## src/sv/iaid_pkg.sv

```systemverilog
// Shared constants and types for the indexed array insert/delete block.
package iaid_pkg;

    // Field widths of the channel items.
    localparam int CMD_W    = 2;
    localparam int POS_W    = 7;
    localparam int DATA_W   = 32;
    localparam int STATUS_W = 2;
    localparam int RIDX_W   = 6;
    localparam int FILL_W   = 7;

    // Command codes.
    localparam logic [CMD_W-1:0] CMD_INSERT = 2'd0;
    localparam logic [CMD_W-1:0] CMD_DELETE = 2'd1;
    localparam logic [CMD_W-1:0] CMD_DUMP   = 2'd2;

    // Result status codes.
    localparam logic [STATUS_W-1:0] STATUS_OK     = 2'd0;
    localparam logic [STATUS_W-1:0] STATUS_FULL   = 2'd1;
    localparam logic [STATUS_W-1:0] STATUS_EMPTY  = 2'd2;
    localparam logic [STATUS_W-1:0] STATUS_BADPOS = 2'd3;

    // Control broadcast from the sequencer to every cell of the row.
    typedef struct packed {
        logic             insert_en;
        logic             delete_en;
        logic             rotate_en;
        logic [POS_W-1:0] pos;
        logic [POS_W-1:0] last_idx;
    } cell_ctrl_t;

endpackage

```

## src/sv/iaid_cell.sv

```systemverilog
// One storage cell of the list row: holds one entry and trades it with its neighbors.
module iaid_cell #(
    parameter int IDX = 0
) (
    input  logic                               clk,
    input  iaid_pkg::cell_ctrl_t               ctrl,
    input  logic signed [iaid_pkg::DATA_W-1:0] new_value,
    input  logic signed [iaid_pkg::DATA_W-1:0] lower_value,
    input  logic signed [iaid_pkg::DATA_W-1:0] upper_value,
    input  logic signed [iaid_pkg::DATA_W-1:0] wrap_value,
    output logic signed [iaid_pkg::DATA_W-1:0] value
);

    localparam logic [iaid_pkg::POS_W-1:0] MY_IDX = iaid_pkg::POS_W'(IDX);

    logic signed [iaid_pkg::DATA_W-1:0] value_reg;
    logic signed [iaid_pkg::DATA_W-1:0] value_next;

    // Pick the next content: new word, a neighbor's word, the wrapped head, or hold.
    always_comb
    begin
        value_next = value_reg;
        if (ctrl.insert_en)
        begin
            if (MY_IDX == ctrl.pos)
            begin
                value_next = new_value;
            end
            else if (MY_IDX > ctrl.pos)
            begin
                value_next = lower_value;
            end
        end
        else if (ctrl.delete_en)
        begin
            if (MY_IDX >= ctrl.pos)
            begin
                value_next = upper_value;
            end
        end
        else if (ctrl.rotate_en)
        begin
            if (MY_IDX == ctrl.last_idx)
            begin
                value_next = wrap_value;
            end
            else if (MY_IDX < ctrl.last_idx)
            begin
                value_next = upper_value;
            end
        end
    end

    // Entry storage needs no reset; it is undefined until written.
    always_ff @(posedge clk)
    begin
        value_reg <= value_next;
    end

    assign value = value_reg;

endmodule

```

## config.mk

```make
export PLATFORM = sky130hd
export DESIGN_NAME = iaid_cell
export DESIGN_NICKNAME = d
export VERILOG_FILES = /design/src/sv/iaid_pkg.sv /design/src/sv/iaid_cell.sv
export SDC_FILE = /design/constraint.sdc
export NUM_CORES = 1
export LEC_CHECK = 0
export BUFFER_PORTS_ARGS = -buffer_cell sky130_fd_sc_hd__clkbuf_2
export CAP_MARGIN = 40
export CELL_PAD_IN_SITES_DETAIL_PLACEMENT = 2
export CELL_PAD_IN_SITES_GLOBAL_PLACEMENT = 2
export CORE_MARGIN = 8
export CORE_UTILIZATION = 25
export CTS_BUF_LIST = sky130_fd_sc_hd__clkbuf_8
export DETAILED_ROUTE_END_ITERATION = 10
export GPL_ROUTABILITY_DRIVEN = 0
export PLACE_DENSITY_LB_ADDON = 0.12
export SYNTH_ARGS = -nofsm -noshare
export SYNTH_HDL_FRONTEND = slang
export SYNTH_SLANG_ARGS = --single-unit
```

## constraint.sdc

```tcl
create_clock -name clk -period 5.2 [get_ports clk]
set_input_delay 1.04 -clock clk [delete_from_list [all_inputs] [get_ports clk]]
set_output_delay 1.04 -clock clk [all_outputs]
set_load 0.02 [all_outputs]
```

==> metrics.md <==
| Metric | Value |
|---|---|
| Status | complete, no violations |
| TritonCTS Buffers | 5 |
| Final Cycle Share | 0.597 |
| DIE AREA | 13,900 um2 |
| Residual DRC | 0 |
| Slew @ Worst Pin | 0.714 ns |
| Via density | 5.55 |
| Total negative setup slack | 0 ns |
| Critical path type | in2reg |
| GR Overflow Total | 0 |
| Worst Setup End Kind | flip-flop |
| Drt pass-1 iters | 4 |
| Post-route ant nets | 0 |
| Reg power frac | 0.418 |
| Hold Path Origin | new_value[30] |
| Fraction of layout cells with a size suffix above 1 | 0.582 |
| IO Port Bufs | ~180 |
| Drt total wl | around 13,000 um |
| FF+latch count, synth | 32 |
| Area of the core | 10,200 um2 |
| Die Wd | 118 um |
| Top-Level Pins | 178 |
| Data arrival time of the critical path | 3.06 ns |
| Mapped Cells | 245 |
| Syn avg cell area | 10.6 um2 |
| Sink Count | 32 |
| Crit-path max FO | 33 |
| Initial core utilization | 0.254 |
| Max-cap check violation count | 0 |
| Top cells by area, synth | edfxtp_1 37%, a211oi_1 19%, nor4_1 16%, nor4_2 15%, clkbuf_1 3.0% |
| Antenna cells | 0 |
| Hold Buf Count CTS | 0 |
| Worst setup path startpoint | ctrl[9] |
| Pins over their slew limit | 0 |
| Wire per inst | 24.0 um |
| CP startpoint kind | input port |
| VDD IR max | ~0.084 mV |
| Pint | 0.518 mW |
| Power share of the clock group | 0.323 |
| Area growth syn-to-layout | 41.8% |
| Max reg flops | 32 |
| Period minus WS final | 3.11 ns |
| Yosys cell types | 18 |
| Switching part of the total | 0.293 |
| Mapped Area | 2590 um2 |
| Most common flop cell mapped by yosys | edfxtp_1 |
| CTS tree | yes |
| DR iter-0 viols | 150 |
| Total setup buffers inserted after CTS | 0 |
| Post-CTS resize count | 0 |
| Via count | between 2,000 and 3,000 |
| Yosys warnings | 0 |
| Die Y | about 120 um |
| Initial antenna violation count | 0 |
| Number of global-route vias before repair | around 3,500 |
| Met2 routed WL | 6690 um |
| Final hold vios | 0 |
| Top cell type's share of synthesized area | 0.371 |
| CP required | 5.16 ns |
| PwrDens | 199 nW/um2 |
| Worst hold path type | in2reg |
| Ys async rst share | 0 |
| Met3 wire len | roughly 900 um |
| Max Used Layer | met4 |
| Floorplan row count | 37 |
| Part of the power in combinational logic | 0.258 |
| Lkg Pwr | 1.32 nW |
| Max H-tree Level | 2 |
| Final Non-Filler Cells | about 540 |
| First-pass GRT wire length | 20,200 um |
| Final setup vio count | 0 |
| Unrepaired setup endpoints after global routing | no |
| Gr usage total | 0.182 |
| Routed length on met1 | around 5200 um |
| Switching power of the nets | 0.214 mW |
| Dpl hpwl | 9660 um |
| CTS max path bufs | 2 |
| Achievable Freq | between 300 and 400 MHz |
| EDFF count, synth | 32 |
| Register area share after synthesis | 0.371 |
| Final #Nets | 547 |
| Post-synth top cells | 66 x nor4_1, 64 x a211oi_1, 32 x edfxtp_1, 32 x nor4_2, 21 x clkbuf_1 |
| Root Buffer | clkbuf_8 |
| Clock-pin slew on the worst setup and hold paths | 0.07 ns |
| Max-Slew Margin vs Limit | 0.524 |
| DP Cell Count | 530 |
| Largest area contributor in the netlist | edfxtp_1 |
| Leading cell type by number of instances after synthesis | nor4_1 |
| Pin count of the biggest net entering global routing | 66 |
| Post-synth net total | a little under 400 |
power by group through the flow:
stage	clock [mW]	sequential (mW)	combinational (mW)
2_1_floorplan	0	0.330	0.0703
3_3_place_gp	0	0.312	0.183
3_5_place_dp	0	0.312	0.191
4_1_cts	0.244	0.307	0.191
5_1_grt	0.258	0.307	0.203
6_report	0.237	0.306	0.189
logic make-up after synthesis:
group	synth area share
AO/OA/AOI/OAI	0.190
buffers and inverters	0.0986
flip-flops	0.371
AND/OR/NAND/NOR	0.340
layout make-up:
class	instances	area [um2]
multi-input cells	171	1410
clock buffers	5	68.8
fillers	1174	6520
inverters	1	3.75
clock inverters	3	37.5
well taps	136	170
flip-flops and latches	32	961
repair buffers	190	1020
per-layer routing:
layer	vias up	global-route usage
li1	1382	-
met2	126	0.329
met5	-	0
met1	1464	0.211
met3	13	0.0532
met4	0	0.0296
metrics by stage:
step                utilization  setup slack, ns  power [mW]  area (um2)  hold slack (ns)
finish                    0.360             2.09       0.732        3670             1.17
global placement          0.343             1.70       0.494        3490             1.45
detailed placement        0.350             1.77       0.503        3560             1.48
floorplan                     -             1.40       0.400        2590             1.34
CTS                       0.360             2.07       0.742        3670             1.18
global route              0.360             2.03       0.769        3670             1.19
final timing paths:
kind / end / slack [ns] / depth (start not counted)
worst min-delay path: value[30]$_DFFE_PP_ / 1.17 / 3
worst max-delay path: value[17]$_DFFE_PP_ / 2.09 / 4
critical path: stages:
cell	delay (ns)
clkbuf_2	0.11
or4_4	0.83
o31ai_4	0.64
buf_4	0.43
cells in the final DEF, fill, tap and decap left out, types with 2 or more instances in the layout:
cell      count
buf_4         9
nor4_2       30
clkinv_1      2
a211oi_1     64
clkbuf_2    177
buf_6         2
nor4_4        3
nor4_1       66
edfxtp_1     32
clkbuf_8      5
or4_1         2
Note: power is estimated with default switching activity, not from simulation.
